<file path="src/sv/lqi_pkg.sv">
package lqi_pkg;

   localparam int STATES_DEF   = 8;
   localparam int CHANNELS_DEF = 4;
   localparam int CHAN_IDX_W   = 3;
   localparam int ELEM_IDX_W   = 4;
   localparam int DIV_STEPS    = 48;
   localparam int STEP_W       = 6;

   typedef enum logic [2:0] {
      OP_LOAD_L   = 3'd0,
      OP_LOAD_LI  = 3'd1,
      OP_LOAD_X   = 3'd2,
      OP_LOAD_Y   = 3'd3,
      OP_LOAD_R   = 3'd4,
      OP_COMPUTE  = 3'd5
   } opcode_type;

   typedef enum logic [1:0] {
      WINDUP_ALWAYS   = 2'd0,
      WINDUP_CLEAR    = 2'd1,
      WINDUP_HOLD     = 2'd2,
      WINDUP_FALLBACK = 2'd3
   } windup_type;

   typedef enum logic [0:0] {
      CSR_REF_GAIN = 1'b0,
      CSR_WINDUP   = 1'b1
   } csr_index_type;

   typedef enum logic [3:0] {
      S_IDLE,
      S_INT,
      S_LX_RD,
      S_LX_MUL,
      S_LX_ACC,
      S_LI_RD,
      S_LI_MUL,
      S_LI_ACC,
      S_DIV_RD,
      S_DIV_INIT,
      S_DIV_STEP,
      S_FF_MUL,
      S_DRIVE,
      S_OUT
   } state_type;

   typedef enum logic [3:0] {
      DP_NOP,
      DP_LOAD,
      DP_INTEG,
      DP_CLR_ACC,
      DP_MUL_LX,
      DP_MUL_LIXI,
      DP_ACC_ADD,
      DP_ACC_SUB,
      DP_DIV_INIT,
      DP_DIV_STEP,
      DP_MUL_FF,
      DP_DRIVE
   } dp_op_type;

   typedef struct packed {
      dp_op_type               op;
      logic [CHAN_IDX_W-1:0]   chan;
      logic [ELEM_IDX_W-1:0]   elem;
      logic                    last;
   } dp_cmd_type;

   typedef struct packed {
      logic out_fire;
   } dp_status_type;

   function automatic logic signed [47:0] rnd_q16(input logic signed [63:0] p);
      logic signed [63:0] t;
      t = p + 64'sd32768;
      return t[63:16];
   endfunction

endpackage

</file>
<file path="src/sv/lqi_ctrl.sv">
module lqi_ctrl import lqi_pkg::*; #(
   parameter int STATES   = STATES_DEF,
   parameter int CHANNELS = CHANNELS_DEF
) (
   input  logic          clock,
   input  logic          reset,
   input  logic          req_tvalid,
   output logic          req_tready,
   input  logic [2:0]    opcode,
   input  dp_status_type status,
   output dp_cmd_type    cmd
);

   state_type             state_ff, state_in;
   logic [CHAN_IDX_W-1:0] chan_ff, chan_in;
   logic [ELEM_IDX_W-1:0] elem_ff, elem_in;
   logic [STEP_W-1:0]     step_ff, step_in;
   logic                  chan_end, st_end, ch_end;

   assign chan_end = (chan_ff == CHAN_IDX_W'(CHANNELS - 1));
   assign st_end   = (elem_ff == ELEM_IDX_W'(STATES - 1));
   assign ch_end   = (elem_ff == ELEM_IDX_W'(CHANNELS - 1));

   always_ff @(posedge clock) begin
      if (reset) begin
         state_ff <= S_IDLE;
         chan_ff  <= '0;
         elem_ff  <= '0;
         step_ff  <= '0;
      end else begin
         state_ff <= state_in;
         chan_ff  <= chan_in;
         elem_ff  <= elem_in;
         step_ff  <= step_in;
      end
   end

   always_comb begin
      state_in   = state_ff;
      chan_in    = chan_ff;
      elem_in    = elem_ff;
      step_in    = step_ff;
      req_tready = 1'b0;
      cmd.op     = DP_NOP;
      cmd.chan   = chan_ff;
      cmd.elem   = elem_ff;
      cmd.last   = chan_end;
      unique case (state_ff)
         S_IDLE: begin
            req_tready = 1'b1;
            chan_in    = '0;
            elem_in    = '0;
            if (req_tvalid) begin
               unique case (opcode)
                  OP_LOAD_L, OP_LOAD_LI, OP_LOAD_X, OP_LOAD_Y, OP_LOAD_R: begin
                     cmd.op = DP_LOAD;
                  end
                  OP_COMPUTE: begin
                     state_in = S_INT;
                  end
                  default: begin
                  end
               endcase
            end
         end
         S_INT: begin
            cmd.op = DP_INTEG;
            if (chan_end) begin
               chan_in  = '0;
               elem_in  = '0;
               state_in = S_LX_RD;
            end else begin
               chan_in = chan_ff + 1'b1;
            end
         end
         S_LX_RD: begin
            if (elem_ff == '0) begin
               cmd.op = DP_CLR_ACC;
            end
            state_in = S_LX_MUL;
         end
         S_LX_MUL: begin
            cmd.op   = DP_MUL_LX;
            state_in = S_LX_ACC;
         end
         S_LX_ACC: begin
            cmd.op = DP_ACC_ADD;
            if (st_end) begin
               elem_in  = '0;
               state_in = S_LI_RD;
            end else begin
               elem_in  = elem_ff + 1'b1;
               state_in = S_LX_RD;
            end
         end
         S_LI_RD: begin
            state_in = S_LI_MUL;
         end
         S_LI_MUL: begin
            cmd.op   = DP_MUL_LIXI;
            state_in = S_LI_ACC;
         end
         S_LI_ACC: begin
            cmd.op = DP_ACC_SUB;
            if (ch_end) begin
               elem_in  = '0;
               state_in = S_DIV_RD;
            end else begin
               elem_in  = elem_ff + 1'b1;
               state_in = S_LI_RD;
            end
         end
         S_DIV_RD: begin
            state_in = S_DIV_INIT;
         end
         S_DIV_INIT: begin
            cmd.op   = DP_DIV_INIT;
            step_in  = '0;
            state_in = S_DIV_STEP;
         end
         S_DIV_STEP: begin
            cmd.op = DP_DIV_STEP;
            if (step_ff == STEP_W'(DIV_STEPS - 1)) begin
               state_in = S_FF_MUL;
            end else begin
               step_in = step_ff + 1'b1;
            end
         end
         S_FF_MUL: begin
            cmd.op   = DP_MUL_FF;
            state_in = S_DRIVE;
         end
         S_DRIVE: begin
            cmd.op   = DP_DRIVE;
            state_in = S_OUT;
         end
         S_OUT: begin
            if (status.out_fire) begin
               if (chan_end) begin
                  state_in = S_IDLE;
               end else begin
                  chan_in  = chan_ff + 1'b1;
                  elem_in  = '0;
                  state_in = S_LX_RD;
               end
            end
         end
         default: begin
            state_in = S_IDLE;
         end
      endcase
   end

endmodule

</file>
<file path="config.mk">
export PLATFORM = sky130hd
export DESIGN_NAME = lqi_ctrl
export DESIGN_NICKNAME = d
export VERILOG_FILES = /design/src/sv/lqi_pkg.sv /design/src/sv/lqi_ctrl.sv
export SDC_FILE = /design/constraint.sdc
export NUM_CORES = 1
export LEC_CHECK = 0
export BUFFER_PORTS_ARGS = -buffer_cell sky130_fd_sc_hd__buf_4
export CORE_AREA = 2 2 70 72
export CTS_CLUSTER_DIAMETER = 200
export CTS_CLUSTER_SIZE = 28
export DETAILED_ROUTE_END_ITERATION = 10
export DIE_AREA = 0 0 72 74
export PLACE_DENSITY = 0.47
export REMOVE_ABC_BUFFERS = 1
export SYNTH_ARGS = -nofsm -noshare
export SYNTH_HDL_FRONTEND = slang
export SYNTH_SLANG_ARGS = --single-unit
</file>
<file path="constraint.sdc">
create_clock -name clock -period 5.3 [get_ports clock]
set_clock_uncertainty 0.2 [all_clocks]
set_input_delay 1.06 -clock clock [delete_from_list [all_inputs] [get_ports clock]]
set_output_delay 1.06 -clock clock [all_outputs]
set_load 0.01 [all_outputs]
</file>
Yosys cells after proc, flatten, opt, wreduce, memory -nomap -nowiden
Cells that the tools add are included.
{"block": "op_classes", "addsub": 3, "n_eq_ne": 29, "muxes": 26, "n_reduce_logical": 11}
{"op": "$pmux 4 s14", "n": 1}
{"op": "$mux 4", "n": 11}
{"op": "$pmux 4 s11", "n": 1}
{"op": "$eq 4x4->1 const B", "n": 6}
{"op": "$eq 4x3->1 const B", "n": 5}
{"op": "$pmux 4 s5", "n": 1}
{"op": "$eq 4x2->1 const B", "n": 3}
{"op": "$mux 3", "n": 4}
{"op": "$ne 2x2->1 const B", "n": 6}
{"op": "$pmux 6 s2", "n": 1}
{"op": "$eq 3x2->1 const B", "n": 3}
{"op": "$pmux 3 s3", "n": 1}
{"op": "$logic_not 4->1", "n": 2}
{"op": "$add 6x1->6 const B", "n": 1}
{"op": "$eq 3x3->1 const B", "n": 2}
{"op": "$eq 6x6->1 const B", "n": 1}
{"op": "$mux 6", "n": 1}
{"op": "$reduce_and 5->1", "n": 1}
{"op": "$reduce_bool 5->1", "n": 1}
{"op": "$reduce_or 5->1", "n": 1}
{"op": "$add 4x1->4 const B", "n": 1}
{"op": "$eq 4x1->1 const B", "n": 1}
{"op": "$mux 2", "n": 2}
{"op": "$reduce_and 4->1", "n": 1}
{"op": "other kinds (9)", "n": 11}
{"block": "word_totals", "register_bits": 17, "inputBits": 7, "wordCells": 73}

Depth between registers and ports, before layout
Gate-level depths: netlist of run 1.
{"block": "depth", "depth_word": 5, "ltp_mapped": 6, "mapped_depth_nobuf": 6}

Least setup slack after synthesis of run 1
No wires, ideal clock.
{"block": "synth_timing", "path_kind": "input to output", "from": "in opcode[1]", "to": "out cmd[8] (netlist bit)", "t_arrival_ns": 1.825, "t_required_ns": 4.040, "slack_ns": 2.215, "cell_stages": 4, "cell_sequence": "o21ai_0 -> a31oi_1 -> o32a_1 -> o22ai_1"}
{"item": "start: declaration", "line_no": "lqi_ctrl.sv:9", "source": "input logic [2:0] opcode,"}
{"item": "end: declaration", "line_no": "lqi_ctrl.sv:11", "source": "output dp_cmd_type cmd"}

==> results of run 1 <==
## kinds of logic after synthesis
group                    count (synthesis)
adder cells (fa/ha/maj)                  6
AO/OA/AOI/OAI                           55
flip-flops                              17
AND/OR/NAND/NOR                         68
buffers and inverters                   20
multiplexers                             3
XOR/XNOR                                 3
## final timing paths
check | from | end | slack [ns]
min | step_ff[3]$_SDFFE_PP0P_ | step_ff[3]$_SDFFE_PP0P_ | 0.30
max reg2reg | chan_ff[0]$_SDFFE_PP0P_ | elem_ff[0]$_SDFFE_PP0P_ | 3.10
max | opcode[1] | cmd[8] | 1.84
min reg2reg | step_ff[3]$_SDFFE_PP0P_ | step_ff[3]$_SDFFE_PP0P_ | 0.30
## through the flow
step                instances  util (%)  setup WS [ns]  hold slack (ns)  instance area [um2]
finish                    238      33.1           1.84            0.301                 1520
global route              238      33.1           1.80            0.330                 1520
CTS                       238      33.1           1.86            0.303                 1520
detailed placement        234      32.1           1.88            0.287                 1470
global placement          234      32.1           1.89            0.277                 1470
floorplan                 161         -           2.20            0.260                 1260
## sequential cells by signal (all words and copies together), names as in the netlist
name / cells
chan_ff: 3
elem_ff: 4
state_ff: 4
step_ff: 6
## area by class of cell
class | count | area share (%)
multi-input combinational | 135 | 58.5
timing repair buffer | 19 | 9.38
inverter | 9 | 2.22
tap | 54 | 4.44
sequential | 17 | 22.4
clock inverter | 1 | 0.329
clock buffer | 3 | 2.72
## cell usage after synthesis (2+ instances only)
| cell type | n | area [um2] |
|---|---|---|
| a31oi_1 | 4 | 25.0 |
| o22ai_1 | 4 | 25.0 |
| and2_1 | 2 | 12.5 |
| mux2_2 | 2 | 22.5 |
| a311oi_1 | 3 | 26.3 |
| a21oi_1 | 16 | 80.1 |
| nand4_1 | 3 | 18.8 |
| nand2_1 | 17 | 63.8 |
| xor2_1 | 3 | 26.3 |
| nand3b_1 | 2 | 15.0 |
| nor3_1 | 2 | 10.0 |
| a211oi_1 | 2 | 15.0 |
| and4b_1 | 2 | 20.0 |
| buf_4 | 3 | 22.5 |
| buf_6 | 3 | 33.8 |
| o22a_1 | 2 | 17.5 |
| buf_2 | 4 | 20.0 |
| dfxtp_1 | 17 | 340 |
| o31ai_1 | 2 | 15.0 |
| o21ai_1 | 2 | 10.0 |
| nand2b_1 | 5 | 31.3 |
| nand3_1 | 7 | 35.0 |
| a22o_1 | 2 | 17.5 |
| a21o_1 | 2 | 15.0 |
| nor2b_1 | 4 | 25.0 |
| o21ai_0 | 5 | 25.0 |
| inv_1 | 8 | 30.0 |
| nor2_1 | 13 | 48.8 |
| nor4_1 | 2 | 12.5 |
| ha_1 | 6 | 75.1 |
## where the power goes
part	total (W)	leakage [nW]	switching [W]	internal, W
clock network	0.000106	0.0255	0.0000539	0.0000524
registers	0.000148	0.137	0.0000158	0.000132
logic	0.0000883	0.415	0.0000489	0.0000394
## worst max-delay path: stages
cell	delay, ns
buf_4	0.12
o21ai_0	0.18
a31oi_1	0.14
o32a_1	0.37
o22ai_1	0.17
buf_4	0.16
## metal layers
| layer | vias to the layer above | routed length, um |
|---|---|---|
| met2 | 27 | 1680 |
| met5 | - | 0 |
| met3 | 2 | 154 |
| li1 | 661 | - |
| met1 | 591 | 1740 |
| met4 | 0 | 30 |
## cell usage in the layout, fill, tap and decap left out, types with 3 or more instances in the layout
cell      instances
xor2_1            3
nor2b_1           4
clkbuf_8          3
inv_1             8
nand3_1           7
a21oi_1          16
o22ai_1           4
buf_4            19
nand2b_1          5
ha_1              6
nand2_1          17
o21ai_0           5
a31oi_1           4
nor2_1           13
nand4_1           3
dfxtp_1          17
a311oi_1          3
==> metrics, run 1 <==
outcome finished clean; Clock transition at path regs 0.08 ns; grt total ovfl 0; final setup fails 0; post-synthesis cell count 172; Die X 72 um; PwrDens 225 nW/um2; # resized after CTS 0; global routing's busiest layer met2; gr usage total 14.6%; fmax 0.289 GHz; EDFF count, synth 0; largest family of logic cells by synthesized area compound AO/OA/AOI/OAI gates; RSZ-0062 raised after global routing no; Syn Std Cell Area 1340 um2; Final Wtd Congestion 0.794; die area 5330 um2; Min-Delay Path Class reg -> reg; first-pass GRT wire length 6040 um; CP Class in -> out; WHS Path Cells 2; Sink Count 17; Multi-input gate area 890 um2; std cell rows 25; layout cells sized above 1 17.9%; compound-gate portion of the synthesized area 29.3%; post-synthesis mux area share 2.42%; Final TNS setup 0 ns; Initial Utilization 29.2%; total power 0.000342 W; vias in the first global route 1241; GR Util met3 3.52%; sequential cell area fraction in the yosys report 25.3%; grt met2 use 24.0%; final wirelength 3610 um; CP endpoint kind output pin; Tmin final 3.46 ns; I/O pin count 20; syn_area_per_cell 7.81 um2; Fillers 497; maximum number of pins on one net before global-route repair 24; Adder-Cell Fraction of Synth Area 5.59%; Reg area 340 um2; Final Hold Vio Count 0; CTS H-tree lvls 1; Die H 74 um; top_reg_cell synth dfxtp_1; Tcrit/Tclk final 65.3%; DR WL/cell 15.2 um; Worst slew margin 50.9%; area delta synth->final 13.1%; initial DRC count 85; Critical Path RT 4.04 ns; Post-CTS Setup Bufs 0; Routed Antenna Nets 0; Core Area 4600 um2; xor-xnor portion of the synthesized cell area 1.96%; ant diodes 0; Peak supply drop 122 uV; met1 usage 19.3%; fin nets 198; simple-gate share of the synthesized area 26.9%; Hold Buf Count CTS 0; synth warn 0; via count 1281; Lkg Pwr 0.577 nW; DRC viols 0; CTS tree yes; maxcap violations 0; #FFs+latches synth 17; antenna violations before repair 0; Worst Path Arrival 2.20 ns; Port Buffer Count 19; Startpoint Class primary input; worst skew pair latency 0.26 ns; Reg2Reg Depth 6; dpl hpwl 2670 um; drt via density 5.38; number of buffers created by CTS 3; CP max FO 2; first drt pass iteration count 4; root buffer cell clkbuf_8; clock buffer depth 2; Post-synth ARST share 0%; Slew Limit Fails 0; post-synth cell types 53; worst-margin pin slew 0.736 ns
Note: power is estimated with default switching activity, not from simulation.
==> run 2: changes to the inputs <==
- clock period: 5.3 -> 3.4 ns (I/O delays scaled with it)
==> metrics, run 2 (same netlist as run 1, synthesis figures left out) <==
outcome finished clean; Die H 74 um (unchanged); internal power 0.000349 W (+56%); grt total ovfl 0 (unchanged); first-pass GRT wire length 6110 um (+1.0%); DR WL/cell 15.5 um (+2.3%); Reg2Reg Setup Slack 1.22 ns (-1.88 ns); sequential power share 43.1% (about the same); worst-margin pin slew 0.764 ns (+0.0279 ns); die area 5330 um2 (unchanged); Reg area 340 um2 (unchanged); critical path's slowest cell dfxtp_1; fmax 0.347 GHz; Crit path max-delay family flip-flops; std cell rows 25 (unchanged); Worst Path Arrival 2.00 ns (-0.20 ns); PwrDens 349 nW/um2 (+55%); antenna violations before repair 0 (unchanged); Final TNS setup 0 ns (unchanged); largest registers step_ff: 6 flops, elem_ff: 4 flops, state_ff: 4 flops; Final Wtd Congestion 0.785 (-1.1%); reg2reg start state_ff[2]$_SDFFE_PP0P_; Reg2Reg Depth 4 (-2); Peak supply drop 205 uV (+69%); Hold Buf Count CTS 0 (unchanged); drt via density 5.45 (+1.3%); Fillers 480 (-3.4%); initial DRC count 91 (+7.1%); dpl hpwl 2700 um (+1.1%); Critical Path RT 2.52 ns (-1.52 ns); vias in the first global route 1241 (unchanged); root buffer cell clkbuf_8; final wirelength 3690 um (+2.3%); Logic pwr share 25.8% (about the same); most frequent cells in the layout buf_4 (19), nand2_1 (17), dfxtp_1 (17); fin nets 198 (unchanged); fin worst setup slack 0.517 ns (-1.32 ns); dpl ws 0.807 ns (-1.07 ns); ant diodes 0 (unchanged); Clock transition at path regs 0.08 ns (about the same); worst skew pair latency 0.26 ns (about the same); Core Area 4600 um2 (unchanged); Largest register FFs 6 (unchanged); Lkg Pwr 0.577 nW (unchanged); Post-CTS Setup Bufs 0 (unchanged); CTS tree yes; Die X 72 um (unchanged); number of buffers created by CTS 3 (unchanged); register with the most flip-flops step_ff; CTS H-tree lvls 1 (unchanged); area delta synth->final 13.1% (unchanged); Slew Limit Fails 0 (unchanged); most common cell after layout, fill and taps aside buf_4; CP peak stage delay 0.78 ns (+0.41 ns); Startpoint Class flop; Tmin final 2.88 ns; DRC viols 0 (unchanged); Multi-input gate area 890 um2 (unchanged); crit path cell chain or2b_2 > a21oi_1 > o32a_1 > o22ai_1 > buf_4; Final Hold Vio Count 0 (unchanged); maximum number of pins on one net before global-route repair 24 (unchanged); gr usage total 14.4% (-0.14 points); I/O pin count 20 (unchanged); Worst slew margin 49.0% (-1.9 points); Initial Utilization 29.2% (unchanged); Tcrit/Tclk final 84.8%; # resized after CTS 0 (unchanged); Min-Delay Path Class reg -> reg; CP max FO 22 (+20); clock share of power 31.0% (about the same); layout cells sized above 1 17.9% (unchanged); RSZ-0062 raised after global routing no; Sink Count 17 (unchanged); Routed Antenna Nets 0 (unchanged); Net Sw Frac 34.3% (-0.33 points); via count 1298 (+1.3%); first drt pass iteration count 4 (unchanged); Sw Pwr 0.000182 W (+54%); clock buffer depth 2 (unchanged); Port Buffer Count 19 (unchanged); WHS Path Cells 2 (unchanged); maxcap violations 0 (unchanged); Hold Startpoint step_ff[3]$_SDFFE_PP0P_; Critical path buffers and inverters 1 (-1); CP endpoint kind output pin; capturing point of the worst reg2reg path elem_ff[0]$_SDFFE_PP0P_; CP Class reg -> out; final setup fails 0 (unchanged); Hold EP step_ff[3]$_SDFFE_PP0P_
run 2: routing by layer:
metal  routed length (um)  GRT usage, %  vias to the layer above
li1                     -             -                      659
met1                 1840          20.2                      609
met2                 1690          22.8                       28
met3                  151          3.25                        2
met4                   17          3.14                        0
met5                    0             0                        -
run 2: power by group through the flow:
| stage | Clock [W] | Sequential [W] | Combinational (W) |
|---|---|---|---|
| finish | 0.000165 | 0.000229 | 0.000137 |
| global route | 0.000178 | 0.000231 | 0.000151 |
| CTS | 0.000171 | 0.000228 | 0.000137 |
| detailed placement | 0 | 0.000233 | 0.000137 |
| global placement | 0 | 0.000233 | 0.000137 |
| floorplan | 0 | 0.000228 | 0.0000866 |
run 2: worst max path at each step:
stage,startpoint,end,cells past startpoint
final,state_ff[1]$_SDFFE_PP0P_,cmd[8],5
after global routing,state_ff[1]$_SDFFE_PP0P_,cmd[8],5
after CTS,state_ff[1]$_SDFFE_PP0P_,cmd[8],5
after detailed placement,opcode[1],cmd[8],6
after global placement,opcode[1],cmd[8],6
after floorplan,opcode[1],cmd[8],4
run 2: area by class of cell:
cell class	count	area share, %
Timing Repair Buffer	19	9.38
Clock inverter	1	0.329
Tap cell	54	4.44
Clock buffer	3	2.72
Multi-Input combinational cell	135	58.5
Sequential cell	17	22.4
Inverter	9	2.22
run 2: per-stage QoR:
step / hold WS (ns) / utilization (%) / power, W / instances / cell area [um2]
global route: 0.321 / 33.1 / 0.000561 / 238 / 1520
CTS: 0.298 / 33.1 / 0.000536 / 238 / 1520
finish: 0.299 / 33.1 / 0.000531 / 238 / 1520
global placement: 0.279 / 32.1 / 0.000370 / 234 / 1470
floorplan: 0.260 / - / 0.000314 / 161 / 1260
detailed placement: 0.284 / 32.1 / 0.000370 / 234 / 1470
run 2: worst min-delay path, delay by kind of cell, from the launching register on:
kind	cells	cell delay (ns)
AO/OA/AOI/OAI	1	0.05
AND/OR/NAND/NOR	1	0.08
flip-flops	1	0.34
==> run 3: changes to the inputs <==
- PLACE_DENSITY: 0.47 -> 0.48
- clock period: 3.4 -> 2.5 ns (I/O delays scaled with it)
==> metrics, run 3 (same netlist as run 1, synthesis figures left out) <==
outcome finished clean; std cell rows 25 (unchanged); Startpoint Class flop; first-pass GRT wire length 6260 um (+2.5%); Critical Path RT 1.80 ns (-0.72 ns); most frequent cells in the layout buf_4 (26), nand2_1 (17), a21oi_1 (16), dfxtp_1 (16), nor2_1 (13); WHS Path Cells 2 (unchanged); DR WL/cell 14.8 um (-4.5%); largest registers step_ff: 6 flops, elem_ff: 4 flops, state_ff: 4 flops; maxcap violations 0 (unchanged); CP max FO 4 (-82%); CP Class reg -> out; DP Cell Count 241 (+3.0%); initial DRC count 84 (-7.7%); Initial Utilization 29.2% (unchanged); register with the most flip-flops step_ff; first drt pass iteration count 4 (unchanged); Hold Buf Count CTS 0 (unchanged); worst skew pair latency 0.26 ns (about the same); drt via density 5.46 (+0.14%); Final Wtd Congestion 0.875 (+11%); ant diodes 0 (unchanged); Min-Delay Path Class reg -> reg; Peak supply drop 173 uV (-16%); clock buffer depth 2 (unchanged); Largest register FFs 6 (unchanged); final setup fails 0 (unchanged); Layout Utilization 34.2% (+1.2 points); root buffer cell clkbuf_8; grt total ovfl 0 (unchanged); CTS H-tree lvls 1 (unchanged); Worst slew margin 75.4% (+26 points); RSZ-0062 raised after global routing no; via count 1338 (+3.1%); Port Buffer Count 19 (unchanged); Slew Limit Fails 0 (unchanged); Die X 72 um (unchanged); Lkg Pwr 0.616 nW (+6.6%); DRC viols 0 (unchanged); Tmin final 2.21 ns; Worst Path Arrival 1.51 ns (-0.49 ns); most common cell after layout, fill and taps aside buf_4; worst-margin pin slew 0.367 ns (-0.397 ns); fin worst setup slack 0.286 ns (-0.231 ns); fin nets 205 (+3.5%); CP endpoint kind output pin; final wirelength 3630 um (-1.7%); area delta synth->final 17.1%; Core Area 4600 um2 (unchanged); CTS tree yes; dpl hpwl 2810 um (+4.4%); antenna violations before repair 0 (unchanged); Hold Slack 0.305 ns (+0.00646 ns); vias in the first global route 1285 (+3.5%); I/O pin count 20 (unchanged); die area 5330 um2 (unchanged); Die H 74 um (unchanged); layout cells sized above 1 21.5% (+3.5 points); dpl ws 0.315 ns (-0.491 ns); Sink Count 17 (unchanged); Final Hold Vio Count 0 (unchanged); fmax 0.452 GHz; Routed Antenna Nets 0 (unchanged); maximum number of pins on one net before global-route repair 18 (-25%); Final TNS setup 0 ns (unchanged); number of buffers created by CTS 3 (unchanged); gr usage total 14.8% (+0.35 points); Clock transition at path regs 0.08 ns (about the same); Tcrit/Tclk final 88.6%; Reg2Reg Depth 7 (+3); Non-Filler Instances 245 (+2.9%); PwrDens 463 nW/um2 (+33%)
[run 3: cell count changes in the layout (fill, tap and decap cells not counted), sizes merged]
cell / change
buf: +7
[run 3: area by class of cell]
cell class | instances | area (um2)
Clock buffer | 3 | 41.3
Sequential cell | 17 | 342
Tap cell | 54 | 67.6
Multi-Input combinational cell | 135 | 890
Inverter | 9 | 33.8
Fill cell | 503 | 3020
Timing Repair Buffer | 26 | 195
Clock inverter | 1 | 5.00
[run 3: through the flow]
stage | total power [W] | instance area [um2]
6_report | 0.000729 | 1570
5_1_grt | 0.000771 | 1570
4_1_cts | 0.000743 | 1570
3_5_place_dp | 0.000516 | 1530
3_3_place_gp | 0.000514 | 1530
2_1_floorplan | 0.000428 | 1260
[run 3: path summary, 6_finish.rpt]
check                               start                 endpoint  slack, ns
setup / recovery  elem_ff[0]$_SDFFE_PP0P_                   cmd[8]       0.29
hold / removal    step_ff[3]$_SDFFE_PP0P_  step_ff[3]$_SDFFE_PP0P_       0.31
setup reg to reg  chan_ff[1]$_SDFFE_PP0P_  elem_ff[0]$_SDFFE_PP0P_       0.41
hold reg to reg   step_ff[3]$_SDFFE_PP0P_  step_ff[3]$_SDFFE_PP0P_       0.31
[run 3: where the power goes]
part           total, W  internal (W)  switching (W)
Clock          0.000218      0.000111       0.000107
Combinational  0.000212     0.0000936       0.000118
Sequential     0.000299      0.000280      0.0000190
Total          0.000729      0.000484       0.000245
[run 3: metal layers]
metal | vias up | global-route usage, % | share of wire (%)
met5 | - | 0 | 0
met4 | 0 | 4.40 | 1.1
met3 | 6 | 3.79 | 5.2
met2 | 46 | 22.6 | 46
met1 | 613 | 20.6 | 48
li1 | 673 | - | -
[run 3: critical path, stage by stage (launching register included)]
cell,delay (ns)
dfxtp_1,0.34
inv_1,0.09
ha_1,0.18
a21oi_1,0.08
o32a_1,0.29
o22ai_1,0.14
buf_4,0.15
[run 3: timing repair]
item,4_1_cts,5_1_grt
gates resized for setup,0,1
setup buffers,0,0
endpoints found under the setup margin,0,2
